[src/rtl/afd_pkg.sv]
// afd_pkg: shared types and constants for the adc frame deframer
// no dependencies; imported by afd_frame_fsm, adc_frame_deframer_core and the testbench
package afd_pkg;

	localparam int WORD_W   = 32;
	localparam int SAMPLE_W = 24;
	localparam int CHAN_W   = 8;
	localparam int SIZE_W   = 12;
	localparam int COUNT_W  = 10;
	localparam int CFG_W    = 12;
	localparam int CFG_IDX_W = 1;

	localparam logic [WORD_W-1:0] SYNC_WORD = 32'hFFFF_FFFF;

	localparam logic [CFG_IDX_W-1:0] CFG_CHANNEL_ID = 1'b0;
	localparam logic [CFG_IDX_W-1:0] CFG_MAX_FRAME  = 1'b1;

	localparam logic [CHAN_W-1:0] CHANNEL_ID_RST = 8'hEA;
	localparam logic [SIZE_W-1:0] MAX_FRAME_RST  = 12'd1500;

	typedef struct packed {
		logic                       hit;
		logic signed [SAMPLE_W-1:0] sample;
	} afd_result_t;

endpackage

[src/rtl/afd_frame_fsm.sv]
// afd_frame_fsm: sync hunt, header and size checks, payload word count
// depends on afd_pkg; gives the sample decoded from the word being stepped
module afd_frame_fsm #(
	parameter int SAMPLE_BITS = 24
) (
	input  logic                          clk,
	input  logic                          arst_n,
	input  logic                          step,
	input  logic [afd_pkg::WORD_W-1:0]    word,
	input  logic [afd_pkg::CHAN_W-1:0]    channel_id,
	input  logic [afd_pkg::SIZE_W-1:0]    max_frame_bytes,
	output afd_pkg::afd_result_t          result
);
	import afd_pkg::*;

	typedef enum logic [1:0] {
		PH_HUNT,
		PH_HEADER,
		PH_SIZE,
		PH_PAYLOAD
	} phase_t;

	phase_t               phase_q;
	logic [COUNT_W-1:0]   words_left_q;
	logic                 too_big;
	logic [COUNT_W-1:0]   size_words;
	logic [COUNT_W-1:0]   left_next;
	logic signed [SAMPLE_BITS-1:0] low_bits;

	assign too_big    = word > {{(WORD_W-SIZE_W){1'b0}}, max_frame_bytes};
	assign size_words = word[COUNT_W+1:2];
	assign left_next  = words_left_q - 1'b1;
	assign low_bits   = word[SAMPLE_BITS-1:0];

	always_comb begin
		result.hit    = (phase_q == PH_PAYLOAD) && (word[WORD_W-1 -: CHAN_W] == channel_id);
		result.sample = SAMPLE_W'(low_bits);
	end

	always_ff @(posedge clk or negedge arst_n) begin
		if (!arst_n) begin
			phase_q      <= PH_HUNT;
			words_left_q <= '0;
		end else if (step) begin
			case (phase_q)
				PH_HUNT: begin
					if (word == SYNC_WORD) phase_q <= PH_HEADER;
				end
				PH_HEADER: begin
					phase_q <= word[WORD_W-1] ? PH_HUNT : PH_SIZE;
				end
				PH_SIZE: begin
					if (too_big) begin
						phase_q <= PH_HUNT;
					end else begin
						words_left_q <= size_words;
						phase_q      <= (size_words == '0) ? PH_HUNT : PH_PAYLOAD;
					end
				end
				PH_PAYLOAD: begin
					words_left_q <= left_next;
					if (left_next == '0) phase_q <= PH_HUNT;
				end
				default: begin
					phase_q <= PH_HUNT;
				end
			endcase
		end
	end

`ifndef SYNTH
	a_payload_count: assert property (@(posedge clk) disable iff (!arst_n)
		phase_q == PH_PAYLOAD |-> words_left_q != '0)
		else $error("payload phase with no words left");
	a_hit_in_payload: assert property (@(posedge clk) disable iff (!arst_n)
		result.hit |-> phase_q == PH_PAYLOAD)
		else $error("sample outside payload");
	a_oversize_hunt: assert property (@(posedge clk) disable iff (!arst_n)
		step && phase_q == PH_SIZE && too_big |=> phase_q == PH_HUNT)
		else $error("oversized frame not dropped");
`endif

endmodule

[src/rtl/adc_frame_deframer_core.sv]
// adc_frame_deframer_core: top level of the adc frame deframer
// a hit sample is registered in the output register, or in the skid register on a stall
// throughput: one word per cycle while in_stall is low
// output register and skid register hold two samples; input stalls only while both are full
// reset: asynchronous, active low; hunting for sync, config registers to their defaults, output and skid empty
// depends on afd_pkg and afd_frame_fsm
module adc_frame_deframer_core #(
	parameter int SAMPLE_BITS = 24
) (
	input  logic                                 clk,
	input  logic                                 arst_n,
	input  logic                                 in_valid,
	output logic                                 in_stall,
	input  logic [afd_pkg::WORD_W-1:0]           stream_word,
	output logic                                 out_valid,
	input  logic                                 out_stall,
	output logic signed [afd_pkg::SAMPLE_W-1:0]  sample,
	input  logic                                 cfg_we,
	input  logic [afd_pkg::CFG_IDX_W-1:0]        cfg_index,
	input  logic [afd_pkg::CFG_W-1:0]            cfg_data
);
	import afd_pkg::*;

	logic [CHAN_W-1:0]          channel_id_q;
	logic [SIZE_W-1:0]          max_frame_bytes_q;
	logic                       in_take;
	logic                       out_take;
	afd_result_t                res;
	logic                       out_valid_q;
	logic signed [SAMPLE_W-1:0] out_data_q;
	logic                       skid_valid_q;
	logic signed [SAMPLE_W-1:0] skid_data_q;

	assign in_stall  = skid_valid_q;
	assign in_take   = in_valid && !in_stall;
	assign out_take  = out_valid_q && !out_stall;
	assign out_valid = out_valid_q;
	assign sample    = out_data_q;

	afd_frame_fsm #(
		.SAMPLE_BITS (SAMPLE_BITS)
	) u_fsm (
		.clk             (clk),
		.arst_n          (arst_n),
		.step            (in_take),
		.word            (stream_word),
		.channel_id      (channel_id_q),
		.max_frame_bytes (max_frame_bytes_q),
		.result          (res)
	);

	always_ff @(posedge clk or negedge arst_n) begin
		if (!arst_n) begin
			channel_id_q      <= CHANNEL_ID_RST;
			max_frame_bytes_q <= MAX_FRAME_RST;
		end else if (cfg_we) begin
			case (cfg_index)
				CFG_CHANNEL_ID: channel_id_q      <= cfg_data[CHAN_W-1:0];
				CFG_MAX_FRAME:  max_frame_bytes_q <= cfg_data[SIZE_W-1:0];
				default: ;
			endcase
		end
	end

	// output sample register with skid stage behind it
	always_ff @(posedge clk or negedge arst_n) begin
		if (!arst_n) begin
			out_valid_q  <= 1'b0;
			skid_valid_q <= 1'b0;
		end else begin
			if (skid_valid_q) begin
				if (out_take) begin
					out_valid_q  <= 1'b1;
					skid_valid_q <= 1'b0;
				end
			end else if (in_take && res.hit) begin
				if (!out_valid_q || out_take) begin
					out_valid_q <= 1'b1;
				end else begin
					skid_valid_q <= 1'b1;
				end
			end else if (out_take) begin
				out_valid_q <= 1'b0;
			end
		end
	end

	always_ff @(posedge clk) begin
		if (skid_valid_q) begin
			if (out_take) out_data_q <= skid_data_q;
		end else if (in_take && res.hit) begin
			if (!out_valid_q || out_take) begin
				out_data_q <= res.sample;
			end else begin
				skid_data_q <= res.sample;
			end
		end
	end

`ifndef SYNTH
	a_skid_behind_out: assert property (@(posedge clk) disable iff (!arst_n)
		skid_valid_q |-> out_valid_q)
		else $error("skid holds a word while output is empty");
	a_skid_holds: assert property (@(posedge clk) disable iff (!arst_n)
		skid_valid_q && out_stall |=> skid_valid_q && $stable(skid_data_q))
		else $error("skid word lost during stall");
	a_skid_drain: assert property (@(posedge clk) disable iff (!arst_n)
		skid_valid_q && !out_stall |=> out_valid_q && !skid_valid_q)
		else $error("skid word not moved to output");
`endif

endmodule

[config.mk]
export PLATFORM = sky130hd
export DESIGN_NAME = adc_frame_deframer_core
export DESIGN_NICKNAME = d
export VERILOG_FILES = /design/src/rtl/afd_pkg.sv /design/src/rtl/afd_frame_fsm.sv /design/src/rtl/adc_frame_deframer_core.sv
export SDC_FILE = /design/constraint.sdc
export NUM_CORES = 1
export LEC_CHECK = 0
export BUFFER_PORTS_ARGS = -buffer_cell sky130_fd_sc_hd__buf_4
export CAP_MARGIN = 20
export CORE_AREA = 3 3 94 96
export CTS_CLUSTER_SIZE = 10
export DETAILED_ROUTE_END_ITERATION = 8
export DIE_AREA = 0 0 97 99
export GPL_ROUTABILITY_DRIVEN = 1
export PLACE_DENSITY = 0.71
export RECOVER_POWER = 25
export SYNTH_ARGS = -nofsm -noshare
export SYNTH_HDL_FRONTEND = slang
export SYNTH_SLANG_ARGS = --single-unit
[constraint.sdc]
create_clock -name clk -period 3.7 [get_ports clk]
set_clock_uncertainty 0.05 [all_clocks]
set_input_delay 0.74 -clock clk [delete_from_list [all_inputs] [get_ports clk]]
set_output_delay 0.74 -clock clk [all_outputs]
set_load 0.03 [all_outputs]
==> results_dict.tcl, run 1 <==
set metrics [dict create \
    cp_data_required_time_ns 3.89 \
    setup_viol 0 \
    numCtsBuffers 9 \
    tns_ns 0 \
    num_rows 33 \
    initial_core_util_pct 49.44 \
    clkSinkCount 82 \
    synth.yosys.seq_area_share_pct 57.37 \
    grt_util_all_layers_pct 19.84 \
    cts-root-buf "clkbuf_8" \
    num_io_pins 76 \
    path_clk_slew_ns 0.08 \
    synth_flop_cell "edfxtp_1" \
    synth-compound-area-share_pct 8.525 \
    die_x_um 97 \
    die_area_sq_um 9603 \
    yosys.area_share.xor_xnor_pct 2.178 \
    cts_hold_buffers 0 \
    grt_max_degree 35 \
    critPathMaxFanout 9 \
    finalCritPeriodShare_pct 73.39 \
    wl_per_cell_um 17.87 \
    crit_path_start_kind "primary input" \
    synth_top_family_by_area "simple AND/OR/NAND/NOR gates" \
    hold_viol 0 \
    vias 2952 \
    antenna_found_initial 0 \
    maxCapViolCount 1 \
    fin_crit_ns 2.715 \
    grt_first_pass_wirelength_um 14980 \
    fillCellCount 656 \
    io_buffer_count 75 \
    cp-end-kind "flop" \
    synth-simple-area-share_pct 12.45 \
    grt_overflow 0 \
    violations "capacitance limit, slew limit" \
    critical_path_class "in2reg" \
    drt_first_iter_violations 148 \
    synthCells 322 \
    final_max_slew_viol_count 35 \
    placed_cell_area_sq_um 4711 \
    core_area_sq_um 8134 \
    p_leak_nw 1.867 \
    final_nets 466 \
    drtAntennaViolNets 0 \
    die_h_um 99 \
    htree_levels 3 \
    synth_edf_count 48 \
    crit_arrival_ns 2.91 \
    cts_tree "yes" \
    drtPass1Iterations 7 \
    ir_drop_v 0.0002019 \
    cts_setup_buffers 0 \
    num_antenna_cells 0 \
    status "finished with violations" \
    slew_headroom_pct -23.90 \
    final_area_sq_um 4878 \
    syn2layout_area_growth_pct 21.31 \
    final_layout_size_suffix_gt1_share_pct 34.40 \
    synthMuxAreaShare_pct 12.29 \
    ys_types 46 \
    drc_errors 0 \
    rsz0062_at_grt "false" \
    hp-class "reg2reg" \
    hpwlAfterDp_um 6619 \
    wl_um 9147 \
    grt_pass1_vias 2822 \
    synth_nets 386 \
    synthAdderAreaFrac_pct 4.356 \
    syn-cell-area_sq_um 4021 \
    worst_pin_slew_ns 1.858 \
    clkLatencyLatePin_ns 0.36 \
    avgViaCountPerCell 5.766 \
    post_cts_resized 0 \
    place_congestion 0.9013 \
    synth_area_per_cell_sq_um 12.49 \
    p_per_area_nw_per_um2 402.3 \
    yosys_warnings 0 \
    postSynth.asyncResetShare_pct 41.46 \
    cts_buffer_depth 2 \
    ys_seq_elements 82 \
    max_freq_mhz 368.3 \
]
flip-flops by register name (all words and copies together), names as in the netlist:
| register | cells |
|---|---|
| skid_data_q | 24 |
| in_stall | 1 |
| u_fsm.words_left_q | 10 |
| u_fsm.phase_q | 2 |
| sample | 24 |
| channel_id_q | 8 |
| max_frame_bytes_q | 12 |
| out_valid | 1 |
placed cells by master, fill, tap and decap left out, types with 4 or more instances in the layout:
| master | count |
|---|---|
| a21oi_1 | 14 |
| buf_4 | 64 |
| clkbuf_1 | 15 |
| clkbuf_8 | 9 |
| dfrtp_1 | 22 |
| dfstp_2 | 12 |
| edfxtp_1 | 48 |
| ha_1 | 14 |
| inv_1 | 16 |
| mux2_2 | 43 |
| nand2_1 | 19 |
| nand3_1 | 5 |
| nand4_1 | 14 |
| nor2_1 | 16 |
| nor3_1 | 9 |
| nor4_1 | 10 |
| o21ai_0 | 12 |
| o221ai_1 | 4 |
| xor2_1 | 7 |
final timing paths:
path,slack (ns),depth (start not counted),startpoint,to
setup reg to reg,1.10,9,max_frame_bytes_q[6],u_fsm.words_left_q[3]
hold / removal,0.48,1,max_frame_bytes_q[1],max_frame_bytes_q[1]
max in group asynchronous,1.68,1,arst_n,u_fsm.phase_q[1]
min in group asynchronous,0.82,1,arst_n,u_fsm.words_left_q[6]
hold reg to reg,0.48,1,max_frame_bytes_q[1],max_frame_bytes_q[1]
setup / recovery,0.98,9,stream_word[5],u_fsm.words_left_q[3]
power breakdown:
group | leakage [nW] | total, W | switching, W | internal, W
clock network | 0.103 | 0.000720 | 0.000337 | 0.000383
registers | 0.815 | 0.00104 | 0.0000212 | 0.00102
logic | 0.950 | 0.000205 | 0.000101 | 0.000104
metal layers:
layer / wire (um) / track usage, %
met5: 0 / 0
met1: 3898 / 26.95
met3: 623 / 4.176
met2: 4443 / 30.94
met4: 181 / 8.747
logic make-up (layout without fill, tap and decap cells):
family                   count (synthesis)  in the layout
AND/OR/NAND/NOR                         93             93
adder cells (fa/ha/maj)                 14             14
flip-flops                              82             82
buffers and inverters                   26            111
XOR/XNOR                                10             10
AO/OA/AOI/OAI                           53             53
multiplexers                            44             44
Yosys cell counts, types with 4 or more instances:
cell	instances	area, sq um
edfxtp_1	48	1441
mux2_2	43	484.2
dfrtp_1	22	550.5
nand2_1	19	71.32
nor2_1	17	63.81
inv_1	16	60.06
a21oi_1	14	70.07
ha_1	14	175.2
nand4_1	14	87.58
dfstp_2	12	315.3
o21ai_0	12	60.06
nor4_1	10	62.56
nor3_1	9	45.04
xor2_1	7	61.31
clkbuf_1	6	22.52
nand3_1	5	25.02
o221ai_1	4	35.03
area by class of cell:
| cell class | count | area (sq um) | area share, % |
|---|---|---|---|
| Timing Repair Buffer | 79 | 553.0 | 11.34 |
| Clock buffer | 10 | 127.6 | 2.616 |
| Sequential cell | 82 | 2307 | 47.29 |
| Inverter | 16 | 60.06 | 1.231 |
| Tap cell | 105 | 131.4 | 2.693 |
| Multi-Input combinational cell | 214 | 1607 | 32.93 |
| Clock inverter | 6 | 92.59 | 1.898 |
through the flow:
step | instances | setup slack [ns] | util (%) | hold WS (ns) | power, W
after floorplan | 322 | 0.04975 | - | 0.3944 | 0.001166
after global placement | 496 | 0.6621 | 57.91 | 0.4446 | 0.001260
after detailed placement | 496 | 0.6196 | 57.91 | 0.4555 | 0.001270
after CTS | 512 | 1.016 | 60.62 | 0.2745 | 0.001988
after global routing | 512 | 0.8438 | 59.98 | 0.4904 | 0.002047
final | 512 | 0.9847 | 59.98 | 0.4794 | 0.001962
worst max-delay path: stages:
cell and delay [ns]:
buf_4 0.14, ha_1 0.31, a211oi_1 0.26, nor2_1 0.07
or4b_1 0.49, a2bb2oi_1 0.19, nor3_4 0.41, nor2_4 0.12
a2bb2oi_1 0.17
(Power assumes the default switching activity.)
==> run 2: changes to the inputs <==
- PLACE_DENSITY: 0.71 -> 0.74
- clock period: 3.7 -> 2.4 ns (I/O delays scaled with it)
==> results_dict.tcl, run 2 (synthesis results as in run 1) <==
set metrics [dict create \
    status "finished with violations" \
    violations "capacitance limit, slew limit, setup timing" \
    hold_viol 0 \
    setup_viol 1 \
    cp_slowest_cell "dfstp_2" \
    cp-end-kind "flop" \
    cp_top_family "compound AO/OA/AOI/OAI gates" \
    vias 3095 \
    path_clk_slew_ns 0.09 \
    ir_drop_v 0.0002568 \
    num_rows 33 \
    wl_um 10270 \
    numCtsBuffers 9 \
    worst_pin_slew_ns 1.819 \
    core_area_sq_um 8134 \
    final_cell_mix "buf_4, edfxtp_1, mux2_2" \
    die_x_um 97 \
    crit_chain "inv_2, ha_2, a21oi_2, o21ai_1, or4b_4, a2bb2oi_4, nor2_1, buf_4, o21ai_0, o2bb2ai_1" \
    place_congestion 0.8629 \
    mostFrequentLayoutCell "buf_4" \
    finalCritPeriodShare_pct 100.2 \
    htree_levels 3 \
    maxCapViolCount 1 \
    cts_buffer_depth 2 \
    final_core_util_pct 64.47 \
    num_io_pins 76 \
    grt_max_degree 35 \
    hold_slack_ns 0.3041 \
    multi_input_area_sq_um 1757 \
    final_nets 491 \
    grt_first_pass_wirelength_um 16530 \
    fillCellCount 610 \
    crit_arrival_ns 2.60 \
    clkLatencyLatePin_ns 0.36 \
    hpwlAfterDp_um 7539 \
    hp-class "in2reg" \
    fin_crit_ns 2.405 \
    max_freq_mhz 415.9 \
    worst_slack_ns -0.004601 \
    final_layout_size_suffix_gt1_share_pct 43.06 \
    drtPass1Iterations 6 \
    slowest_delay_ns 0.55 \
    drc_errors 0 \
    die_area_sq_um 9603 \
    syn2layout_area_growth_pct 30.40 \
    cts_tree "yes" \
    p_per_area_nw_per_um2 597.3 \
    crit_path_start_kind "flop" \
    final_max_slew_viol_count 35 \
    rsz0062_at_grt "true" \
    clkSinkCount 82 \
    initial_core_util_pct 49.44 \
    die_h_um 99 \
    tns_ns -0.004601 \
    path_buf_inv 2 \
    slew_headroom_pct -21.28 \
    drtAntennaViolNets 0 \
    grt_util_all_layers_pct 22.26 \
    grt_pass1_vias 3106 \
    grt_overflow 0 \
    seq_area_sq_um 2307 \
    p_leak_nw 2.016 \
    io_buffer_count 75 \
    antenna_found_initial 0 \
    critPathMaxFanout 5 \
    critical_path_class "reg2reg" \
    num_antenna_cells 0 \
    drt_first_iter_violations 186 \
    cts-root-buf "clkbuf_8" \
    wl_per_cell_um 19.13 \
    cp_data_required_time_ns 2.59 \
    avgViaCountPerCell 5.764 \
]
run 2: cell count changes in the layout (fill, tap and decap cells not counted), sizes merged:
cell / previous run / this run
buf: 65 / 92
clkinvlp: 2 / 3
clkinv: 2 / 0
inv: 16 / 17
clkbuf: 24 / 21
nor2: 18 / 19
run 2: path summary, 6_finish.rpt:
check,start,to,slack (ns),depth (start not counted)
worst max-delay path,max_frame_bytes_q[8],u_fsm.words_left_q[2],-0.005,10
worst min-delay path,cfg_data[8],max_frame_bytes_q[8],0.30,2
worst max register to register,max_frame_bytes_q[8],u_fsm.words_left_q[2],-0.005,10
worst min register to register,max_frame_bytes_q[1],max_frame_bytes_q[1],0.46,1
max in group asynchronous,arst_n,channel_id_q[4],0.69,1
min in group asynchronous,arst_n,u_fsm.words_left_q[8],0.54,1
run 2: report_power, final:
group,switching [W],total [W],internal (W)
Sequential,0.0000375,0.00160,0.00157
Combinational,0.000202,0.000421,0.000219
Clock,0.000516,0.00111,0.000590
run 2: cell type report:
| type | instances | area share (%) |
|---|---|---|
| Clock buffer | 10 | 2.434 |
| Clock inverter | 6 | 1.742 |
| Inverter | 16 | 1.145 |
| Multi-Input combinational cell | 215 | 33.50 |
| Sequential cell | 82 | 44.00 |
| Tap cell | 105 | 2.505 |
| Timing Repair Buffer | 103 | 14.67 |
run 2: timing repair:
item	4_1_cts	5_1_grt
hold buffers	0	0
setup endpoints to repair	12	12
resized for setup	15	5
hold endpoints to repair	0	0
buffers inserted	1	0
pin swaps	7	3
cloned	0	1
run 2: metrics by stage:
step,instance area (sq um),setup WS (ns),power [W],cells
2_1_floorplan,4064,0.01098,0.001806,322
3_3_place_gp,4945,-0.1476,0.001983,519
3_5_place_dp,4945,-0.2128,0.002003,519
4_1_cts,5263,-0.04035,0.003149,536
5_1_grt,5244,-0.09724,0.003255,537
6_report,5244,-0.004601,0.003132,537
run 2: per-layer routing:
layer	global-route usage, %	wire length (um)
met1	29.85	4304
met3	4.388	729
met5	0	0
met4	10.04	241
met2	35.30	4996
==> run 3: changes to the inputs <==
- clock period: 2.4 -> 2.2 ns (I/O delays scaled with it)
==> results_dict.tcl, run 3 (synthesis results as in run 1) <==
set metrics [dict create \
    status "finished with violations" \
    violations "setup timing" \
    r2r_setup_slack_ns -0.29 \
    rsz0062_at_grt "true" \
    final_area_sq_um 5189 \
    initial_core_util_pct 49.44 \
    final_layout_size_suffix_gt1_share_pct 40.78 \
    cp_slowest_cell "dfstp_2" \
    pre_cts_slack_ns -0.3277 \
    maxCapViolCount 0 \
    num_rows 33 \
    final_cell_mix "buf_4, edfxtp_1, mux2_2" \
    die_x_um 97 \
    clkLatencyLatePin_ns 0.36 \
    worst_slack_ns -0.2865 \
    slew_headroom_pct 67.27 \
    numCtsBuffers 9 \
    reg2regPathDepth 10 \
    drc_errors 0 \
    core_area_sq_um 8134 \
    finalCritPeriodShare_pct 113.0 \
    startpoint "max_frame_bytes_q[10]" \
    crit_end "u_fsm.words_left_q[9]" \
    tns_ns -2.875 \
    syn2layout_area_growth_pct 29.03 \
    drtAntennaViolNets 0 \
    num_antenna_cells 0 \
    fin_crit_ns 2.487 \
    ir_drop_v 0.0003513 \
    vias 3061 \
    drt_first_iter_violations 174 \
    crit_path_start_kind "flop" \
    htree_levels 3 \
    grt_pass1_vias 3111 \
    hold_viol 0 \
    cts_setup_buffers 0 \
    grt_overflow 0 \
    wl_um 9934 \
    path_clk_slew_ns 0.08 \
    grt_max_degree 35 \
    critPathMaxFanout 8 \
    placed_cell_area_sq_um 4997 \
    cts_buffer_depth 2 \
    p_leak_nw 2.013 \
    antenna_found_initial 0 \
    path_buf_inv 2 \
    avgViaCountPerCell 5.679 \
    setup_viol 12 \
    cp_data_required_time_ns 2.39 \
    grt_util_all_layers_pct 21.60 \
    critical_path_class "reg2reg" \
    grt_first_pass_wirelength_um 16260 \
    hp-class "in2reg" \
    num_io_pins 76 \
    hpwlAfterDp_um 7623 \
    crit_arrival_ns 2.68 \
    r2r_end "u_fsm.words_left_q[9]" \
    drtPass1Iterations 5 \
    die_area_sq_um 9603 \
    cp.depth 10 \
    cp-end-kind "flop" \
    slowest_delay_ns 0.54 \
    final_max_slew_viol_count 0 \
    p_per_area_nw_per_um2 647.2 \
    place_congestion 0.8723 \
    final_nets 493 \
    crit_chain "inv_1, ha_1, nand2_1, o21ai_0, or4b_4, a2bb2oi_2, nor3_4, buf_12, o21ai_1, o2bb2ai_1" \
    cts-root-buf "clkbuf_8" \
    rr_startpoint "max_frame_bytes_q[10]" \
    die_h_um 99 \
    max_freq_mhz 402.2 \
    clkSinkCount 82 \
    wl_per_cell_um 18.43 \
    mostFrequentLayoutCell "buf_4" \
    io_buffer_count 75 \
    cts_tree "yes" \
    cp_top_family "simple AND/OR/NAND/NOR gates" \
    worst_pin_slew_ns 0.4897 \
]
-- run 3: cell count changes in the layout (fill, tap and decap cells not counted), sizes merged --
cell	previous run	this run
buf	92	88
clkbuf	21	27
clkinv	0	2
clkinvlp	3	1
dlygate4sd3	0	1
nor2	19	18
-- run 3: worst min-delay path by stage --
| stage | startpoint | end | slack, ns | cells after the start |
|---|---|---|---|---|
| floorplan | arst_n | channel_id_q[0] | 0.09 | 0 |
| global route | out_stall | in_stall | 0.28 | 2 |
| CTS | stream_word[22] | skid_data_q[22] | 0.22 | 1 |
| detailed placement | arst_n | u_fsm.words_left_q[9] | 0.36 | 1 |
| global placement | arst_n | u_fsm.words_left_q[5] | 0.36 | 1 |
| finish | cfg_data[11] | max_frame_bytes_q[11] | 0.26 | 2 |
-- run 3: per-layer routing --
metal / wire, um / track usage (%) / share of wire (%) / up-vias
met2: 4994 / 35.83 / 50 / 114
met3: 615 / 4.812 / 6.2 / 16
met4: 190 / 7.775 / 1.9 / 0
li1: - / - / - / 1444
met5: 0 / 0 / 0 / -
met1: 4134 / 28.03 / 42 / 1487
-- run 3: repair_timing --
item / CTS / global route
endpoints found under the setup margin: 12 / 12
hold buffers: 1 / 0
endpoints found under the hold margin: 22 / 0
resized for setup: 5 / 3
pin swaps: 2 / 3
-- run 3: worst register-to-register path, cell delays in order (launching register included) --
cell and delay, ns:
dfstp_2 0.54, inv_1 0.06, ha_1 0.29, nand2_1 0.09
o21ai_0 0.10, or4b_4 0.49, a2bb2oi_2 0.19, nor3_4 0.22
buf_12 0.15, o21ai_1 0.07, o2bb2ai_1 0.12
-- run 3: cell type report --
type / instances / area, sq um
timing repair buffer: 106 / 784.5
clock buffer: 10 / 127.6
inverter: 16 / 60.06
clock inverter: 6 / 90.09
fill: 638 / 2945
multi-input combinational: 214 / 1688
sequential: 82 / 2307
tap: 105 / 131.4
-- run 3: where the power goes --
part           switching [W]  leakage, nW  internal, W  total, W
combinational       0.000196         1.09     0.000211  0.000407
clock               0.000557        0.107     0.000644   0.00120
sequential         0.0000406        0.815      0.00171   0.00175
total               0.000794         2.01      0.00256   0.00336
-- run 3: through the flow --
step | hold slack [ns] | utilization (%) | std cells | total power, W
6_report | 0.2643 | 63.79 | 539 | 0.003358
5_1_grt | 0.2752 | 63.79 | 539 | 0.003488
4_1_cts | 0.2212 | 64.41 | 539 | 0.003388
3_5_place_dp | 0.3614 | 61.44 | 522 | 0.002196
3_3_place_gp | 0.3595 | 61.44 | 522 | 0.002171
2_1_floorplan | 0.09441 | - | 322 | 0.001977
